## config.mk

```make
export PLATFORM = sky130hd
export DESIGN_NAME = bayer_dither_binarizer
export DESIGN_NICKNAME = d
export VERILOG_FILES = /design/src/hdl/bdb_pkg.sv /design/src/hdl/bdb_queue.sv /design/src/hdl/bdb_front.sv /design/src/hdl/bdb_back.sv /design/src/hdl/bayer_dither_binarizer.sv
export VERILOG_INCLUDE_DIRS = /design/src /design/src/hdl
export SDC_FILE = /design/constraint.sdc
export NUM_CORES = 1
export LEC_CHECK = 0
export ABC_CLOCK_PERIOD_IN_PS = 4380
export BUFFER_PORTS_ARGS = -buffer_cell sky130_fd_sc_hd__buf_2
export CAP_MARGIN = 20
export CORE_MARGIN = 1.5
export CORE_UTILIZATION = 55
export DETAILED_ROUTE_END_ITERATION = 8
export PLACE_DENSITY = 0.73
export REMOVE_ABC_BUFFERS = 1
export SLEW_MARGIN = 20
export SYNTH_ARGS = -nofsm -noshare
export SYNTH_HDL_FRONTEND = slang
export SYNTH_SLANG_ARGS = --single-unit
```

## constraint.sdc

```tcl
create_clock -name i_clk -period 4.38 [get_ports i_clk]
set_clock_uncertainty 0.15 [all_clocks]
set_input_delay 0.657 -clock i_clk [delete_from_list [all_inputs] [get_ports i_clk]]
set_output_delay 0.657 -clock i_clk [all_outputs]
set_load 0.01 [all_outputs]
```

## src/hdl/assert_macros.svh

```systemverilog
// Assertion macros used by the back (bdb_back) of the bayer dither binarizer RTL.
// No dependencies; define ASSERT_OFF to compile the checks out.
`ifndef ASSERT_MACROS_SVH
`define ASSERT_MACROS_SVH

`ifndef ASSERT_OFF

`define ASSERT_IMPL(lbl, clk, rstn, ante, cons, msg) \
    lbl: assert property (@(posedge clk) disable iff (!(rstn)) (ante) |-> (cons)) \
        else $error(msg);

`define ASSERT_NEXT(lbl, clk, rstn, ante, cons, msg) \
    lbl: assert property (@(posedge clk) disable iff (!(rstn)) (ante) |=> (cons)) \
        else $error(msg);

`else

`define ASSERT_IMPL(lbl, clk, rstn, ante, cons, msg)

`define ASSERT_NEXT(lbl, clk, rstn, ante, cons, msg)

`endif

`endif

```

## src/hdl/bdb_pkg.sv

```systemverilog
// Package for the bayer dither binarizer: job type, register codes, threshold
// and reciprocal functions. No dependencies.

package bdb_pkg;

    localparam int MAX_RANK_LOG2_DEF = 3;
    localparam int PHASE_W = 3;
    localparam int Q_W = 7;
    localparam int THR_W = 6;
    localparam int RECIP_W = 15;
    localparam int RECIP_SHIFT = 16;
    localparam int QUEUE_DEPTH = 2;

    localparam logic CFG_RANK_LOG2 = 1'b0;
    localparam logic CFG_ORDERED_MODE = 1'b1;

    localparam logic [1:0] BAYER_QUAD [4] = '{2'd0, 2'd2, 2'd3, 2'd1};

    typedef struct packed {
        logic [Q_W-1:0]     q;
        logic               ordered;
        logic [1:0]         rank_log2;
        logic [PHASE_W-1:0] row;
        logic [PHASE_W-1:0] col;
    } t_job;

    typedef struct packed {
        logic empty;
        logic full;
    } t_q_status;

    // Bayer threshold at (x, y); low index bits select the most significant digit.
    function automatic logic [THR_W-1:0] bayer_at(input logic [PHASE_W-1:0] x,
                                                  input logic [PHASE_W-1:0] y,
                                                  input logic [1:0] n);
        logic [THR_W-1:0] v;
        v = '0;
        for (int b = 0; b < PHASE_W; b++) begin
            if (2'(b) < n) begin
                v = {v[THR_W-3:0], BAYER_QUAD[{x[b], y[b]}]};
            end
        end
        return v;
    endfunction

    // ceil(2^16 / (256 / (rank*rank + 1))), exact quotient for 8-bit pixels
    function automatic logic [RECIP_W-1:0] step_recip(input logic [1:0] n);
        logic [RECIP_W-1:0] m;
        case (n)
            2'd2:    m = 15'd4370;
            2'd3:    m = 15'd21846;
            default: m = 15'd1286;
        endcase
        return m;
    endfunction

    function automatic logic [PHASE_W-1:0] rank_mask(input logic [1:0] n);
        logic [PHASE_W-1:0] m;
        case (n)
            2'd2:    m = 3'b011;
            2'd3:    m = 3'b111;
            default: m = 3'b001;
        endcase
        return m;
    endfunction

endpackage

```

## src/hdl/bdb_queue.sv

```systemverilog
// Two-entry job queue between front and back of the bayer dither binarizer.
// Depends on bdb_pkg.

module bdb_queue
    import bdb_pkg::*;
(
    input  logic      i_clk,
    input  logic      i_rst_n,
    input  logic      i_push,
    input  t_job      i_job,
    input  logic      i_pop,
    output t_job      o_job,
    output t_q_status o_st
);

    localparam int PTR_W = $clog2(QUEUE_DEPTH);

    t_job               r_mem [QUEUE_DEPTH];
    logic [PTR_W-1:0]   r_wr_ptr;
    logic [PTR_W-1:0]   r_rd_ptr;
    logic [PTR_W:0]     r_count;
    logic               w_push;
    logic               w_pop;

    assign o_st.empty = (r_count == '0);
    assign o_st.full  = (r_count == (PTR_W + 1)'(QUEUE_DEPTH));
    assign w_push     = i_push && !o_st.full;
    assign w_pop      = i_pop && !o_st.empty;
    assign o_job      = r_mem[r_rd_ptr];

    always_ff @(posedge i_clk) begin
        if (w_push) begin
            r_mem[r_wr_ptr] <= i_job;
        end
    end

    always_ff @(posedge i_clk) begin
        if (!i_rst_n) begin
            r_wr_ptr <= '0;
            r_rd_ptr <= '0;
            r_count  <= '0;
        end else begin
            if (w_push) begin
                r_wr_ptr <= r_wr_ptr + 1'b1;
            end
            if (w_pop) begin
                r_rd_ptr <= r_rd_ptr + 1'b1;
            end
            case ({w_push, w_pop})
                2'b10:   r_count <= r_count + 1'b1;
                2'b01:   r_count <= r_count - 1'b1;
                default: r_count <= r_count;
            endcase
        end
    end

endmodule

```

## src/hdl/bdb_front.sv

```systemverilog
// Front of the bayer dither binarizer: configuration registers, pixel
// quantization and frame phases. Depends on bdb_pkg.

module bdb_front
    import bdb_pkg::*;
#(
    parameter int P_MAX_RANK_LOG2 = MAX_RANK_LOG2_DEF
) (
    input  logic       i_clk,
    input  logic       i_rst_n,
    input  logic       i_cfg_we,
    input  logic       i_cfg_addr,
    input  logic [1:0] i_cfg_wdata,
    input  logic       i_valid,
    input  logic [7:0] i_pixel,
    input  logic       i_end_of_row,
    input  logic       i_start_of_frame,
    input  logic       i_q_full,
    output logic       o_ready,
    output logic       o_push,
    output t_job       o_job
);

    logic [1:0]                 r_rank_log2;
    logic                       r_ordered_mode;
    logic [PHASE_W-1:0]         r_row_phase;
    logic [PHASE_W-1:0]         r_col_phase;
    logic [PHASE_W-1:0]         n_row_phase;
    logic [PHASE_W-1:0]         n_col_phase;
    logic [PHASE_W-1:0]         w_row_base;
    logic [PHASE_W-1:0]         w_col_base;
    logic [1:0]                 w_n;
    logic [PHASE_W-1:0]         w_mask;
    logic [8+RECIP_W-1:0]       w_prod;

    assign o_ready = !i_q_full;
    assign o_push  = i_valid && o_ready;

    always_comb begin
        if (r_rank_log2 == 2'd0) begin
            w_n = 2'd1;
        end else if (r_rank_log2 > 2'(P_MAX_RANK_LOG2)) begin
            w_n = 2'(P_MAX_RANK_LOG2);
        end else begin
            w_n = r_rank_log2;
        end
    end

    assign w_mask     = rank_mask(w_n);
    assign w_row_base = i_start_of_frame ? '0 : r_row_phase;
    assign w_col_base = i_start_of_frame ? '0 : r_col_phase;
    assign w_prod     = (8 + RECIP_W)'(i_pixel) * (8 + RECIP_W)'(step_recip(w_n));

    always_comb begin
        o_job.q         = w_prod[RECIP_SHIFT +: Q_W];
        o_job.ordered   = r_ordered_mode;
        o_job.rank_log2 = w_n;
        o_job.row       = w_row_base & w_mask;
        o_job.col       = w_col_base & w_mask;
    end

    always_comb begin
        if (i_end_of_row) begin
            n_row_phase = w_row_base + 1'b1;
            n_col_phase = '0;
        end else begin
            n_row_phase = w_row_base;
            n_col_phase = w_col_base + 1'b1;
        end
    end

    always_ff @(posedge i_clk) begin
        if (!i_rst_n) begin
            r_rank_log2    <= 2'd1;
            r_ordered_mode <= 1'b0;
            r_row_phase    <= '0;
            r_col_phase    <= '0;
        end else begin
            if (i_cfg_we) begin
                unique case (i_cfg_addr)
                    CFG_RANK_LOG2:    r_rank_log2    <= i_cfg_wdata;
                    CFG_ORDERED_MODE: r_ordered_mode <= i_cfg_wdata[0];
                    default:          r_rank_log2    <= r_rank_log2;
                endcase
            end
            if (o_push) begin
                r_row_phase <= n_row_phase;
                r_col_phase <= n_col_phase;
            end
        end
    end

endmodule

```

## src/hdl/bdb_back.sv

```systemverilog
// Back of the bayer dither binarizer: threshold compare, pattern cell walk and
// output register. Depends on bdb_pkg and assert_macros.svh.
`include "assert_macros.svh"

module bdb_back
    import bdb_pkg::*;
(
    input  logic       i_clk,
    input  logic       i_rst_n,
    input  t_job       i_job,
    input  t_q_status  i_q_st,
    output logic       o_pop,
    output logic       m_axis_tvalid,
    input  logic       m_axis_tready,
    output logic [7:0] m_axis_tdata,   // white, sub_row[2:0], sub_col[2:0], zero pad
    output logic       m_axis_tlast    // last
);

    logic [PHASE_W-1:0] r_x;
    logic [PHASE_W-1:0] r_y;
    logic [PHASE_W-1:0] n_x;
    logic [PHASE_W-1:0] n_y;
    logic               r_out_valid;
    logic               r_white;
    logic [PHASE_W-1:0] r_sub_row;
    logic [PHASE_W-1:0] r_sub_col;
    logic               r_last;
    logic               w_emit;
    logic [PHASE_W-1:0] w_mask;
    logic [PHASE_W-1:0] w_tx;
    logic [PHASE_W-1:0] w_ty;
    logic [THR_W-1:0]   w_thr;
    logic               w_last;

    assign w_emit = !i_q_st.empty && (!r_out_valid || m_axis_tready);
    assign w_mask = rank_mask(i_job.rank_log2);
    assign w_tx   = i_job.ordered ? i_job.row : r_x;
    assign w_ty   = i_job.ordered ? i_job.col : r_y;
    assign w_thr  = bayer_at(w_tx, w_ty, i_job.rank_log2);
    assign w_last = i_job.ordered || ((r_x == w_mask) && (r_y == w_mask));
    assign o_pop  = w_emit && w_last;

    always_comb begin
        n_x = r_x;
        n_y = r_y;
        if (w_emit && !i_job.ordered) begin
            if (w_last) begin
                n_x = '0;
                n_y = '0;
            end else if (r_y == w_mask) begin
                n_x = r_x + 1'b1;
                n_y = '0;
            end else begin
                n_y = r_y + 1'b1;
            end
        end
    end

    always_ff @(posedge i_clk) begin
        if (!i_rst_n) begin
            r_x         <= '0;
            r_y         <= '0;
            r_out_valid <= 1'b0;
        end else begin
            r_x <= n_x;
            r_y <= n_y;
            if (w_emit) begin
                r_out_valid <= 1'b1;
            end else if (m_axis_tready) begin
                r_out_valid <= 1'b0;
            end
        end
    end

    always_ff @(posedge i_clk) begin
        if (w_emit) begin
            r_white   <= ({1'b0, i_job.q} > (Q_W + 1)'(w_thr));
            r_sub_row <= i_job.ordered ? '0 : r_x;
            r_sub_col <= i_job.ordered ? '0 : r_y;
            r_last    <= w_last;
        end
    end

    assign m_axis_tvalid = r_out_valid;
    assign m_axis_tdata  = {1'b0, r_sub_col, r_sub_row, r_white};
    assign m_axis_tlast  = r_last;

    `ASSERT_NEXT(a_pop_shows_last, i_clk, i_rst_n, o_pop, m_axis_tvalid && m_axis_tlast, "pop without last result")
    `ASSERT_IMPL(a_walk_idle_zero, i_clk, i_rst_n, i_q_st.empty, (r_x == '0) && (r_y == '0), "cell walk not reset")
    `ASSERT_IMPL(a_walk_in_cell, i_clk, i_rst_n, w_emit && !i_job.ordered, ((r_x & ~w_mask) == '0) && ((r_y & ~w_mask) == '0), "cell walk out of range")

endmodule

```

## src/hdl/bayer_dither_binarizer.sv

```systemverilog
// Top level of the bayer dither binarizer: front, job queue and back.
// Depends on bdb_pkg, bdb_front, bdb_queue and bdb_back.

// Gray pixels enter on the s_axis side, one per transaction; each is quantized
// and compared against a Bayer threshold matrix of rank 2, 4 or 8. In ordered
// mode one result leaves per pixel and the block sustains one pixel per cycle;
// in pattern mode a pixel yields rank*rank results, one per cycle from the single
// output register; both hold while the output is not stalled. A two-entry job
// queue separates the quantizing front from the result back, so input is taken
// while results wait. Configuration writes take effect at once; the user must
// make them while no transaction is in flight, as the block does not enforce it.

module bayer_dither_binarizer
    import bdb_pkg::*;
#(
    parameter int P_MAX_RANK_LOG2 = MAX_RANK_LOG2_DEF
) (
    input  logic       i_clk,
    input  logic       i_rst_n,
    input  logic       i_cfg_we,
    input  logic       i_cfg_addr,
    input  logic [1:0] i_cfg_wdata,
    input  logic       s_axis_tvalid,
    output logic       s_axis_tready,
    input  logic [7:0] s_axis_tdata,   // pixel[7:0]
    input  logic       s_axis_tlast,   // end_of_row
    input  logic       s_axis_tuser,   // start_of_frame
    output logic       m_axis_tvalid,
    input  logic       m_axis_tready,
    output logic [7:0] m_axis_tdata,   // white, sub_row[2:0], sub_col[2:0], zero pad
    output logic       m_axis_tlast    // last
);

    logic      w_push;
    logic      w_pop;
    t_job      w_job_in;
    t_job      w_job_out;
    t_q_status w_q_st;

    bdb_front #(
        .P_MAX_RANK_LOG2 (P_MAX_RANK_LOG2)
    ) u_front (
        .i_clk            (i_clk),
        .i_rst_n          (i_rst_n),
        .i_cfg_we         (i_cfg_we),
        .i_cfg_addr       (i_cfg_addr),
        .i_cfg_wdata      (i_cfg_wdata),
        .i_valid          (s_axis_tvalid),
        .i_pixel          (s_axis_tdata),
        .i_end_of_row     (s_axis_tlast),
        .i_start_of_frame (s_axis_tuser),
        .i_q_full         (w_q_st.full),
        .o_ready          (s_axis_tready),
        .o_push           (w_push),
        .o_job            (w_job_in)
    );

    bdb_queue u_queue (
        .i_clk   (i_clk),
        .i_rst_n (i_rst_n),
        .i_push  (w_push),
        .i_job   (w_job_in),
        .i_pop   (w_pop),
        .o_job   (w_job_out),
        .o_st    (w_q_st)
    );

    bdb_back u_back (
        .i_clk         (i_clk),
        .i_rst_n       (i_rst_n),
        .i_job         (w_job_out),
        .i_q_st        (w_q_st),
        .o_pop         (w_pop),
        .m_axis_tvalid (m_axis_tvalid),
        .m_axis_tready (m_axis_tready),
        .m_axis_tdata  (m_axis_tdata),
        .m_axis_tlast  (m_axis_tlast)
    );

endmodule

```

==> summary.txt, run 1 <==
Finish
  • Post-Layout Inst Area: about 6100 um^2
  • Antenna diode count: 0
  • Total Nets Final: around 680
  • Non-filler cells, final: 676
  • Footprint of the flip-flops and latches: about 1600 um^2
  • Number of filler cells placed in the layout: roughly 640
  • Layout cells sized above 1: around 28%
  • Area occupied by multi-input gates: around 3400 um^2
  • Synthesis-to-layout area growth: 22.1%

Floorplan
  • Std cell rows: 34
  • Die Area: a little under 10000 um^2
  • Count of pins on the block boundary: 29
  • Starting utilization of the core area: between 50% and 60%
  • Chip Height: just under 100 um
  • Die width: roughly 98 um
  • Core area: a little under 9000 um^2

Worst setup path
  • Worst Path Max Fanout: 6
  • Critical path's largest stage delay: between 500 and 600 ps
  • Crit path kind: register to register
  • Worst-case register-to-register setup slack: between 15 and 20 ps
  • Worst R2R Path Depth: 16
  • R2r startpoint: u_front.r_rank_log2[0]
  • Required time at the worst-slack endpoint: 4400 ps
  • Kind of start point of the critical path: register
  • Data arrival, critical path: around 4400 ps
  • Critical-path cell with the highest stage delay: sky130_fd_sc_hd__fa_1
  • Worst r2r dst: u_queue.r_mem[1][13]
  • Worst-path cell chain: nand2b_4 -> buf_6 -> and2_4 -> ha_4 -> inv_2 -> fa_1 -> inv_2 -> fa_1 -> fa_1 -> ha_4 -> buf_6 -> nand4_1 -> buf_6 -> or4_4 -> o21ai_2 -> xor2_1
  • Category of the worst setup path capture point: register

Yosys
  • Sequential fraction of the synthesis area: 32.5%
  • Number of enable-type register cells in the synthesized netlist: 40
  • Biggest area consumer among synthesized cells: sky130_fd_sc_hd__edfxtp_1
  • FF+latch count, synth: a little over 60
  • Post-synth top flop: sky130_fd_sc_hd__edfxtp_1
  • Summed instance area of the synthesized netlist: about 5000 um^2
  • Xor and xnor area share after synthesis: 2.78%
  • Simple-gate share of the synthesized area: between 10% and 20%
  • Area fraction of the dominant cell type after synthesis: between 20% and 30%
  • Synthesis warning total: 0
  • Number of distinct library cells after synthesis: 62
  • Post-synthesis compound-gate area fraction: between 10% and 20%
  • Post-Synth Adder-Cell Area: 27.4%
  • Main combinational cell family by area after synthesis: adder cells
  • Mean instance size in the synthesized netlist: just over 10 um^2
  • Multiplexer area fraction after synthesis: 3.39%
  • Post-synth ARST share: 0%
  • Cell count after synthesis: 484
  • Area contributors post-synth: sky130_fd_sc_hd__edfxtp_1 24%, sky130_fd_sc_hd__ha_1 18%, sky130_fd_sc_hd__fa_1 9.6%

Hold path
  • Worst hold path type: register to register
  • Hold Crit Depth: 0
  • Sink of the worst hold path: u_queue.r_mem[0][8]
  • Hold path startpoint: u_front.r_ordered_mode

Detailed routing
  • Post-DR wirelength/cell: between 15 and 20 um
  • Detail-routed via count per cell: approximately 5.7
  • Final routed DRC violation total: 0
  • Via count: slightly below 4k
  • Antenna violation net count after detailed routing: 0
  • DRC violation total after the first TritonRoute iteration: ~160
  • Total wirelength of the detailed-routed design: between 10000 and 15000 um
  • Number of iterations in the first detailed-routing pass: 4

Timing
  • Normalized max-slew margin: just under 60%
  • Post-route clock period utilization: between 90% and 100%
  • Final setup TNS: 0 ps
  • Endpoints failing setup: 0
  • RSZ-0062 raised after global routing: true
  • Final critical-path required period: between 4000 and 5000 ps
  • Endpoints failing hold: 0
  • Count of final max-slew check failures: 0
  • Max Freq: roughly 0.23 GHz
  • Worst slew pin tran: a little under 600 ps

Place
  • Global placement routability congestion: around 0.92
  • Placed cells: 655
  • Count of input and output buffers: 27
  • Total placed instance area: 5580 um^2
  • HPWL Detailed: approximately 8600 um

Clock network
  • Master cell of the clock root buffer: sky130_fd_sc_hd__clkbuf_8
  • CTS tree: yes
  • Clk Latency, worst-skew pair: roughly 350 ps
  • H-tree depth reported by CTS: 3
  • Number of hold buffers added after CTS: 0
  • Number of buffers on the longest clock path: 2
  • Number of clock sinks: 61
  • Number of buffers created by CTS: 9
  • Clock edge transition at the registers on the reported setup and hold paths: 70 ps

GRT
  • Pin count of the biggest net entering global routing: 22
  • Vias in the first global route: 3886
  • GRT Resource Usage Total: between 20% and 30%
  • GRT overflow: 0
  • Initial antenna violation count: 0
  • Wire length of the first global-routing pass: ~18000 um

Power
  • Static Leakage: around 2.7 nW
  • Power density cells: 412 nW/um^2
  • Worst ir drop on vdd: about 0.20 mV

Flow run
  • Max Cap Viol: 0

Run status
  • Outcome: completed
-- how the worst max path moves through the flow --
stage	from	endpoint	slack, ps	cells after the start
2_1_floorplan	u_front.r_rank_log2[1]	u_queue.r_mem[0][12]	-330	14
3_3_place_gp	s_axis_tdata[2]	u_queue.r_mem[0][12]	-500	14
3_5_place_dp	s_axis_tdata[2]	u_queue.r_mem[0][12]	-640	14
4_1_cts	s_axis_tdata[2]	u_queue.r_mem[1][14]	4	16
5_1_grt	u_front.r_rank_log2[0]	u_queue.r_mem[1][13]	-120	16
6_report	u_front.r_rank_log2[0]	u_queue.r_mem[1][13]	20	16
-- logic make-up after synthesis --
family	count (synthesis)
and+or+nand+nor	149
buffers and inverters	58
muxes	15
other	1
adders and majority gates	95
DFF	61
xor gates and xnor gates	15
AOI/OAI and AO/OA	90
-- placed cells by master (no fill, tap or decap), types with 6 or more instances in the layout --
| cell | n |
|---|---|
| sky130_fd_sc_hd__o221ai_1 | 6 |
| sky130_fd_sc_hd__ha_4 | 6 |
| sky130_fd_sc_hd__dfxtp_1 | 19 |
| sky130_fd_sc_hd__inv_1 | 37 |
| sky130_fd_sc_hd__fa_1 | 24 |
| sky130_fd_sc_hd__nand3b_1 | 10 |
| sky130_fd_sc_hd__nor2b_1 | 10 |
| sky130_fd_sc_hd__edfxtp_1 | 40 |
| sky130_fd_sc_hd__o21ai_0 | 12 |
| sky130_fd_sc_hd__clkbuf_8 | 10 |
| sky130_fd_sc_hd__buf_4 | 54 |
| sky130_fd_sc_hd__and2_1 | 24 |
| sky130_fd_sc_hd__buf_2 | 27 |
| sky130_fd_sc_hd__nor2_1 | 14 |
| sky130_fd_sc_hd__nor3_1 | 7 |
| sky130_fd_sc_hd__a21boi_0 | 6 |
| sky130_fd_sc_hd__mux2_2 | 6 |
| sky130_fd_sc_hd__and3_1 | 9 |
| sky130_fd_sc_hd__nand2_1 | 28 |
| sky130_fd_sc_hd__nand3_1 | 10 |
| sky130_fd_sc_hd__xor2_1 | 8 |
| sky130_fd_sc_hd__a21o_1 | 7 |
| sky130_fd_sc_hd__xnor2_1 | 6 |
| sky130_fd_sc_hd__ha_1 | 64 |
| sky130_fd_sc_hd__a21oi_1 | 20 |
-- layout make-up --
| class | instances | area share [%] |
|---|---|---|
| multi-input combinational | 365 | 55.5 |
| timing repair buffer | 86 | 9.79 |
| clock buffer | 11 | 2.32 |
| tap | 108 | 2.22 |
| inverter | 40 | 2.46 |
| clock inverter | 5 | 0.965 |
| sequential | 61 | 26.7 |
-- cell usage after synthesis, types with 2 or more instances --
master / number
sky130_fd_sc_hd__a211oi_1: 3
sky130_fd_sc_hd__a21boi_0: 6
sky130_fd_sc_hd__a21o_1: 7
sky130_fd_sc_hd__a21oi_1: 21
sky130_fd_sc_hd__a22oi_1: 2
sky130_fd_sc_hd__a31oi_1: 3
sky130_fd_sc_hd__a32oi_1: 2
sky130_fd_sc_hd__and2_1: 27
sky130_fd_sc_hd__and3_1: 13
sky130_fd_sc_hd__buf_2: 2
sky130_fd_sc_hd__buf_4: 3
sky130_fd_sc_hd__clkbuf_1: 11
sky130_fd_sc_hd__dfxtp_1: 21
sky130_fd_sc_hd__edfxtp_1: 40
sky130_fd_sc_hd__fa_1: 24
sky130_fd_sc_hd__ha_1: 71
sky130_fd_sc_hd__inv_1: 39
sky130_fd_sc_hd__mux2_2: 7
sky130_fd_sc_hd__mux2_4: 2
sky130_fd_sc_hd__mux2i_1: 6
sky130_fd_sc_hd__nand2_1: 28
sky130_fd_sc_hd__nand2b_1: 5
sky130_fd_sc_hd__nand3_1: 11
sky130_fd_sc_hd__nand3b_1: 10
sky130_fd_sc_hd__nand4_1: 4
sky130_fd_sc_hd__nor2_1: 15
sky130_fd_sc_hd__nor2b_1: 10
sky130_fd_sc_hd__nor3_1: 8
sky130_fd_sc_hd__nor3b_1: 3
sky130_fd_sc_hd__nor4_1: 5
sky130_fd_sc_hd__o211ai_1: 4
sky130_fd_sc_hd__o21ai_0: 17
sky130_fd_sc_hd__o21ba_2: 2
sky130_fd_sc_hd__o221ai_1: 6
sky130_fd_sc_hd__o22ai_1: 2
sky130_fd_sc_hd__o31ai_1: 2
sky130_fd_sc_hd__or2_2: 3
sky130_fd_sc_hd__or3_1: 2
sky130_fd_sc_hd__or4_1: 2
sky130_fd_sc_hd__xnor2_1: 6
sky130_fd_sc_hd__xor2_1: 8
-- metal layers --
| layer | wire, um | up-vias | share of wire (%) | GRT usage [%] |
|---|---|---|---|---|
| met5 | 0 | - | 0 | 0 |
| met4 | 111 | 0 | 1.0 | 7.80 |
| met3 | 343 | 11 | 3.1 | 3.79 |
| met2 | 5410 | 82 | 49 | 38.7 |
| met1 | 5160 | 1857 | 47 | 32.0 |
| li1 | - | 1914 | - | - |
-- power breakdown --
group          switching [mW]  internal (mW)  total, mW
sequential             0.0605          0.753      0.814
clock                   0.230          0.280      0.509
combinational           0.646          0.541       1.19
-- what timing repair did --
item,in CTS,in global routing
setup buffers,3,2
endpoints found under the hold margin,0,0
endpoints found under the setup margin,14,14
gates cloned,0,0
resized for setup,16,40
pin swaps,15,25
-- registers in the layout, summed over array words and instances (netlist names), named ones only --
register / cells
u_queue.r_count: 2
u_front.r_col_phase: 3
u_front.r_rank_log2: 2
u_queue.r_wr_ptr: 1
u_back.r_x: 3
u_back.r_white: 1
u_queue.r_rd_ptr: 1
u_back.r_y: 3
u_back.r_sub_row: 3
u_back.m_axis_tvalid: 1
u_front.r_row_phase: 3
u_back.m_axis_tlast: 1
u_queue.r_mem: 32
u_front.r_ordered_mode: 1
u_back.r_sub_col: 3
-- critical path, delay by kind of cell, from the launching register on --
family / cells / cell delay [ps]
XOR/XNOR: 1 / 220
flip-flops: 1 / 330
buffers and inverters: 5 / 450
adder cells (fa/ha/maj): 5 / 2060
AO/OA/AOI/OAI: 1 / 140
AND/OR/NAND/NOR: 4 / 840
-- stage by stage --
stage / hold slack (ps) / power (mW) / utilization (%) / setup slack [ps]
detailed placement: 330 / 1.90 / 63.6 / -638
global placement: 309 / 1.85 / 63.6 / -498
floorplan: 275 / 1.54 / - / -328
finish: 350 / 2.51 / 69.5 / 19.8
global route: 357 / 2.68 / 69.5 / -119
CTS: 347 / 2.44 / 67.4 / 3.70
(Power assumes the default switching activity.)
==> run 2, diff against run 1 <==
--- a/config.mk
+++ b/config.mk
@@ -12,7 +12,8 @@
 export CORE_MARGIN = 1.5
 export CORE_UTILIZATION = 55
 export DETAILED_ROUTE_END_ITERATION = 8
-export PLACE_DENSITY = 0.73
+export PLACE_DENSITY = 0.76
+export RECOVER_POWER = 50
 export REMOVE_ABC_BUFFERS = 1
 export SLEW_MARGIN = 20
 export SYNTH_ARGS = -nofsm -noshare
==> run 2 against run 1 <==
  * The run now ends with setup timing left
  * Sequential cell count is the same
  * Power grew 1.3%
  * Cell count grew 0.15%
  * Register-to-register slack lost 50 ps
  * Sequential power is essentially flat
  * Clock power grew 7.3%
  * Core utilization shrank 0.37 points
  * Critical path depth shrank 1
  * Fmax shrank 1.5%
  * Routed wire length grew 2.6%
  * Combinational power is essentially flat
  * Critical path type is now input pin to register
  * Highest routed layer unchanged
==> summary.txt, run 2 (same netlist as run 1, synthesis figures left out) <==
GRT
  • Initial antenna violation count: 0 (unchanged)
  • GRT overflow: 0 (unchanged)
  • Wire length of the first global-routing pass: 18500 um (was 18200 um)
  • Pin count of the biggest net entering global routing: 22 (unchanged)
  • Vias in the first global route: 4029 (was 3886)
  • GRT Resource Usage Total: 23.8% (was 23.6%)

Place
  • HPWL Detailed: 8730 um (was 8580 um)
  • Placed cells: 655 (unchanged)
  • Global placement routability congestion: 0.908 (was 0.923)
  • Count of input and output buffers: 27 (unchanged)

Floorplan
  • Die width: 98.3 um (unchanged)
  • Die Area: 9650 um^2 (unchanged)
  • Count of pins on the block boundary: 29 (unchanged)
  • Std cell rows: 34 (unchanged)
  • Chip Height: 98.3 um (unchanged)
  • Starting utilization of the core area: 56.9% (unchanged)
  • Core area: 8760 um^2 (unchanged)

Run status
  • Outcome: finished with violations (was completed)
  • Failing checks: setup timing

Power
  • Worst ir drop on vdd: 0.180 mV (was 0.202 mV)
  • Net switching power: 0.946 mW (was 0.936 mW)
  • Clock network fraction of total power: 21.5% (was 20.3%)
  • Internal power of the cells: 1.60 mW (was 1.57 mW)
  • Logic gate share of total power: 46.5% (was 47.3%)
  • Total power consumption of the routed design: 2.54 mW (was 2.51 mW)
  • Switch share: 37.2% (was 37.3%)
  • Sequential Power Share: 32.0% (was 32.4%)
  • Static Leakage: 2.71 nW (was 2.72 nW)
  • Power density cells: 419 nW/um^2 (was 412 nW/um^2)

Clock network
  • Clock edge transition at the registers on the reported setup and hold paths: 80 ps (was 70 ps)
  • Master cell of the clock root buffer: sky130_fd_sc_hd__clkbuf_8 (unchanged)
  • Number of buffers created by CTS: 9 (unchanged)
  • CTS tree: yes (unchanged)
  • Number of clock sinks: 61 (unchanged)
  • Number of hold buffers added after CTS: 0 (unchanged)
  • Number of buffers on the longest clock path: 2 (unchanged)
  • Clk Latency, worst-skew pair: 340 ps (was 350 ps)
  • H-tree depth reported by CTS: 3 (unchanged)

Timing
  • Max Freq: 0.226 GHz (was 0.229 GHz)
  • Post-route clock period utilization: 101% (was 99.5%)
  • RSZ-0062 raised after global routing: true (unchanged)
  • Worst slew pin tran: 786 ps (was 596 ps)
  • Endpoints failing setup: 2 (was 0)
  • Min setup slack post-route: -48.7 ps (was 19.8 ps)
  • Final critical-path required period: 4430 ps (was 4360 ps)
  • Endpoints failing hold: 0 (unchanged)
  • Normalized max-slew margin: 47.6% (was 59.2%)
  • Count of final max-slew check failures: 0 (unchanged)

Detailed routing
  • Via count: 3931 (was 3864)
  • Post-DR wirelength/cell: 16.7 um (was 16.3 um)
  • Antenna violation net count after detailed routing: 0 (unchanged)
  • Total wirelength of the detailed-routed design: 11300 um (was 11000 um)
  • DRC violation total after the first TritonRoute iteration: 199 (was 155)
  • Detail-routed via count per cell: 5.81 (was 5.72)
  • Number of iterations in the first detailed-routing pass: 4 (unchanged)
  • Final routed DRC violation total: 0 (unchanged)

Worst setup path
  • Category of the worst setup path capture point: register (unchanged)
  • Critical-path cell with the highest stage delay: sky130_fd_sc_hd__fa_1 (unchanged)
  • Kind of start point of the critical path: input pin (was register)
  • Worst-case register-to-register setup slack: -30 ps (was 20 ps)
  • Worst-path cell chain: buf_2 -> buf_4 -> and2_4 -> ha_4 -> inv_2 -> fa_1 -> inv_2 -> fa_1 -> fa_1 -> ha_4 -> a21o_1 -> a21o_1 -> a2111oi_2 -> mux2_4 -> a2111oi_4 (was nand2b_4 -> buf_6 -> and2_4 -> ha_4 -> inv_2 -> fa_1 -> inv_2 -> fa_1 -> fa_1 -> ha_4 -> buf_6 -> nand4_1 -> buf_6 -> or4_4 -> o21ai_2 -> xor2_1)
  • Data arrival, critical path: 4350 ps (was 4380 ps)
  • Critical path's largest stage delay: 550 ps (about the same)
  • Crit path kind: input pin to register (was register to register)
  • Worst Path Max Fanout: 4 (was 6)
  • Required time at the worst-slack endpoint: 4300 ps (was 4400 ps)
  • Most frequent cell on the critical path: sky130_fd_sc_hd__fa_1

Finish
  • Most used cells in the layout excluding fill and tap cells: 64 x sky130_fd_sc_hd__ha_1, 54 x sky130_fd_sc_hd__buf_4, 40 x sky130_fd_sc_hd__edfxtp_1, 37 x sky130_fd_sc_hd__inv_1 (was 64 x sky130_fd_sc_hd__ha_1, 54 x sky130_fd_sc_hd__buf_4, 40 x sky130_fd_sc_hd__edfxtp_1, 37 x sky130_fd_sc_hd__inv_1, 28 x sky130_fd_sc_hd__nand2_1)
  • Flip-flop count of the largest register, all copies and words added: 32 (unchanged)
  • Synthesis-to-layout area growth: 21.5% (was 22.1%)
  • Total Nets Final: 677 (was 676)
  • Footprint of the flip-flops and latches: 1630 um^2 (unchanged)
  • Antenna diode count: 0 (unchanged)
  • Number of filler cells placed in the layout: 625 (was 643)
  • Most common cell after layout, fill and taps aside: sky130_fd_sc_hd__ha_1 (unchanged)
  • Layout cells sized above 1: 26.7% (was 27.6%)
  • Area occupied by multi-input gates: 3330 um^2 (was 3380 um^2)
  • Largest register by flop count: u_queue.r_mem (unchanged)
  • Non-filler cells, final: 677 (was 676)

Hold path
  • Worst hold path type: register to register (unchanged)

Flow run
  • Max Cap Viol: 0 (unchanged)
## run 2: cell count changes in the layout (fill, tap and decap cells not counted), sizes merged
| cell | previous run | this run |
|---|---|---|
| buf | 86 | 85 |
| clkbuf | 11 | 12 |
| clkinv | 4 | 2 |
| clkinvlp | 0 | 2 |
| inv | 40 | 41 |
## run 2: what timing repair did
action | CTS | global route
gates cloned | 0 | 0
pin swaps | 20 | 20
endpoints found under the setup margin | 12 | 14
buffers inserted | 2 | 4
gates resized for setup | 21 | 26
## run 2: routing by layer
layer	up-vias	share of wire (%)	track usage, %
met5	-	0	0
met4	0	3.0	9.97
met3	34	3.3	4.15
met2	99	50	40.7
met1	1894	44	29.8
li1	1904	-	-
## run 2: final cells by class
cell class | count | area share [%]
Multi-Input combinational cell | 365 | 55.0
Sequential cell | 61 | 26.8
Timing Repair Buffer | 87 | 9.89
Inverter | 40 | 2.48
Clock buffer | 10 | 2.46
Tap cell | 108 | 2.23
Clock inverter | 6 | 1.11
## run 2: power groups by stage
stage / sequential [mW] / clock, mW / combinational [mW]
2_1_floorplan: 0.845 / 0 / 0.695
3_3_place_gp: 0.819 / 0 / 1.03
3_5_place_dp: 0.825 / 0 / 1.08
4_1_cts: 0.813 / 0.551 / 1.14
5_1_grt: 0.825 / 0.582 / 1.31
6_report: 0.814 / 0.546 / 1.18
## run 2: worst max-delay path, delay by kind of cell
kind | cells | cell delay, ps
adders and majority gates | 5 | 2060
AOI/OAI and AO/OA | 4 | 890
buffers and inverters | 4 | 340
muxes | 1 | 240
and+or+nand+nor | 1 | 160
## run 2: worst paths after layout
path | startpoint | endpoint | cells after the start
worst min-delay path | u_front.r_ordered_mode | u_queue.r_mem[0][8] | 0
worst max register to register | u_front.r_rank_log2[1] | u_queue.r_mem[1][12] | 15
worst max-delay path | s_axis_tdata[4] | u_queue.r_mem[1][12] | 15
worst min register to register | u_front.r_ordered_mode | u_queue.r_mem[0][8] | 0
## run 2: through the flow
step	worst slack [ps]	area, um^2	hold slack (ps)	setup TNS, ps	util (%)
after global routing	-110	6060	364	-798	69.2
after detailed placement	-618	5580	312	-5920	63.6
after CTS	1.72	5930	342	0	67.7
after floorplan	-328	4900	275	-1840	-
final	-48.7	6060	351	-97.3	69.2
after global placement	-453	5580	305	-4730	63.6
==> run 3, diff against run 2 <==
--- a/config.mk
+++ b/config.mk
@@ -6,13 +6,13 @@
 export SDC_FILE = /design/constraint.sdc
 export NUM_CORES = 1
 export LEC_CHECK = 0
-export ABC_CLOCK_PERIOD_IN_PS = 4380
+export ABC_CLOCK_PERIOD_IN_PS = 5600
 export BUFFER_PORTS_ARGS = -buffer_cell sky130_fd_sc_hd__buf_2
 export CAP_MARGIN = 20
 export CORE_MARGIN = 1.5
 export CORE_UTILIZATION = 55
 export DETAILED_ROUTE_END_ITERATION = 8
-export PLACE_DENSITY = 0.76
+export PLACE_DENSITY = 0.73
 export RECOVER_POWER = 50
 export REMOVE_ABC_BUFFERS = 1
 export SLEW_MARGIN = 20
==> constraint.sdc (replaced) <==
create_clock -name i_clk -period 5.6 [get_ports i_clk]
set_clock_uncertainty 0.15 [all_clocks]
set_input_delay 0.84 -clock i_clk [delete_from_list [all_inputs] [get_ports i_clk]]
set_output_delay 0.84 -clock i_clk [all_outputs]
set_load 0.01 [all_outputs]
==> run 3 against run 2 <==
  * Combinational power decreased by 37%
  * Design area fell by 11%
  * The run now ends clean
  * Largest cell class unchanged
  * Sequential share of layout area increased by 3.4 points
==> summary.txt, run 3 (same netlist as run 1, synthesis figures left out) <==
Run status
  • Outcome: completed (was finished with violations)

Finish
  • Most common cell after layout, fill and taps aside: sky130_fd_sc_hd__ha_1 (unchanged)
  • Most used cells in the layout excluding fill and tap cells: 71 x sky130_fd_sc_hd__ha_1, 40 x sky130_fd_sc_hd__edfxtp_1, 39 x sky130_fd_sc_hd__inv_1, 28 x sky130_fd_sc_hd__nand2_1 (was 64 x sky130_fd_sc_hd__ha_1, 54 x sky130_fd_sc_hd__buf_4, 40 x sky130_fd_sc_hd__edfxtp_1, 37 x sky130_fd_sc_hd__inv_1)
  • Largest register by flop count: u_queue.r_mem (unchanged)
  • Synthesis-to-layout area growth: 7.55% (was 21.5%)
  • Flip-flop count of the largest register, all copies and words added: 32 (unchanged)
  • Layout cells sized above 1: 9.57% (was 26.7%)
  • Post-Layout Inst Area: 5370 um^2 (was 6060 um^2)
  • Total Nets Final: 620 (was 677)
  • Non-filler cells, final: 620 (was 677)
  • Antenna diode count: 0 (unchanged)

GRT
  • Wire length of the first global-routing pass: 16700 um (was 18500 um)
  • Initial antenna violation count: 0 (unchanged)
  • GRT Resource Usage Total: 21.3% (was 23.8%)
  • GRT overflow: 0 (unchanged)
  • Vias in the first global route: 3643 (was 4029)
  • Pin count of the biggest net entering global routing: 24 (was 22)

Worst setup path
  • Worst Path Max Fanout: 22 (was 4)
  • Required time at the worst-slack endpoint: 5540 ps (was 4300 ps)
  • Critical path's largest stage delay: 560 ps (was 550 ps)
  • Worst-path cell chain: clkbuf_1 -> and3_1 -> ha_1 -> inv_1 -> fa_1 -> inv_1 -> fa_1 -> fa_1 -> ha_1 -> and3_1 -> a41oi_1 -> o21ba_2 -> mux2_2 -> a2111oi_1 (was buf_2 -> buf_4 -> and2_4 -> ha_4 -> inv_2 -> fa_1 -> inv_2 -> fa_1 -> fa_1 -> ha_4 -> a21o_1 -> a21o_1 -> a2111oi_2 -> mux2_4 -> a2111oi_4)
  • Most frequent cell on the critical path: sky130_fd_sc_hd__fa_1 (unchanged)
  • Kind of start point of the critical path: register (was input pin)
  • Data arrival, critical path: 5060 ps (was 4350 ps)
  • Crit path kind: register to register (was input pin to register)
  • Worst R2R Path Depth: 14 (was 15)
  • Critical-path cell with the highest stage delay: sky130_fd_sc_hd__clkbuf_1 (was sky130_fd_sc_hd__fa_1)
  • Category of the worst setup path capture point: register (unchanged)

Clock network
  • H-tree depth reported by CTS: 3 (unchanged)
  • Number of clock sinks: 61 (unchanged)
  • Clock edge transition at the registers on the reported setup and hold paths: 80 ps (about the same)
  • Master cell of the clock root buffer: sky130_fd_sc_hd__clkbuf_8 (unchanged)
  • CTS tree: yes (unchanged)
  • Setup fix buffers added after clock tree synthesis: 0 (was 2)
  • Number of buffers on the longest clock path: 2 (unchanged)
  • Number of buffers created by CTS: 9 (unchanged)
  • Number of hold buffers added after CTS: 0 (unchanged)
  • # resized after CTS: 0 (was 21)
  • Clk Latency, worst-skew pair: 330 ps (was 340 ps)

Power
  • Power density cells: 330 nW/um^2 (was 419 nW/um^2)
  • Static Leakage: 2.37 nW (was 2.71 nW)
  • Worst ir drop on vdd: 0.148 mV (was 0.180 mV)

Place
  • Global placement routability congestion: 0.938 (was 0.908)
  • Total placed instance area: 5190 um^2 (was 5580 um^2)
  • HPWL Detailed: 7910 um (was 8730 um)
  • Count of input and output buffers: 27 (unchanged)
  • Placed cells: 604 (was 655)

Hold path
  • Hold Crit Depth: 2 (was 0)
  • Worst hold path type: register to register (unchanged)

Timing
  • Worst slew pin tran: 922 ps (was 786 ps)
  • RSZ-0062 raised after global routing: false (was true)
  • Final setup TNS: 0 ps (was -97.3 ps)
  • Normalized max-slew margin: 38.5% (was 47.6%)
  • Endpoints failing setup: 0 (was 2)
  • Count of final max-slew check failures: 0 (unchanged)
  • Post-route clock period utilization: 91.4%
  • Endpoints failing hold: 0 (unchanged)
  • Max Freq: roughly 0.2 GHz
  • Final critical-path required period: 5120 ps

Detailed routing
  • Via count: 3632 (was 3931)
  • Post-DR wirelength/cell: 15.8 um (was 16.7 um)
  • Number of iterations in the first detailed-routing pass: 4 (unchanged)
  • Final routed DRC violation total: 0 (unchanged)
  • DRC violation total after the first TritonRoute iteration: 184 (was 199)
  • Antenna violation net count after detailed routing: 0 (unchanged)
  • Detail-routed via count per cell: 5.86 (was 5.81)
  • Total wirelength of the detailed-routed design: 9790 um (was 11300 um)

Floorplan
  • Starting utilization of the core area: 56.9% (unchanged)
  • Std cell rows: 34 (unchanged)
  • Die Area: 9650 um^2 (unchanged)
  • Die width: 98.3 um (unchanged)
  • Count of pins on the block boundary: 29 (unchanged)
  • Core area: 8760 um^2 (unchanged)
  • Chip Height: 98.3 um (unchanged)

Flow run
  • Max Cap Viol: 0 (unchanged)
-- run 3: area by class of cell --
class	instances	area (um^2)
Clock buffer	11	163
Clock inverter	5	37.5
Fill cell	751	3400
Inverter	40	150
Multi-Input combinational cell	365	3120
Sequential cell	61	1620
Tap cell	108	135
Timing Repair Buffer	30	135
-- run 3: critical path, delay by kind of cell, from the launching register on --
family,cells,cell delay (ps)
compound gates,3,840
fa+ha+maj,5,2040
buf+inv,3,690
flops,1,330
mux,1,350
simple gates,2,480
-- run 3: worst paths after layout --
check                         startpoint                      to  slack (ps)
setup / recovery  u_front.r_rank_log2[1]    u_queue.r_mem[0][12]         480
hold / removal    u_front.r_col_phase[1]  u_front.r_col_phase[1]         350
setup reg to reg  u_front.r_rank_log2[1]    u_queue.r_mem[0][12]         480
hold reg to reg   u_front.r_col_phase[1]  u_front.r_col_phase[1]         350
-- run 3: per-stage QoR --
stage	power [mW]	util, %	setup WS, ps	hold slack [ps]
3_5_place_dp	1.41	59.3	323	342
3_3_place_gp	1.38	59.3	485	325
2_1_floorplan	1.20	-	818	275
4_1_cts	1.79	61.5	459	359
5_1_grt	1.91	61.2	150	386
6_report	1.77	61.2	483	354
-- run 3: layer usage --
metal | track usage, % | vias up | wire (um)
li1 | - | 1801 | -
met2 | 35.0 | 80 | 4610
met4 | 6.72 | 0 | 161
met3 | 3.65 | 16 | 321
met1 | 28.8 | 1735 | 4700
met5 | 0 | - | 0
-- run 3: where the power goes --
part	internal, mW	switching (mW)	leakage, nW
combinational	0.313	0.427	1.72
sequential	0.590	0.0612	0.551
clock	0.203	0.178	0.106
total	1.11	0.667	2.37
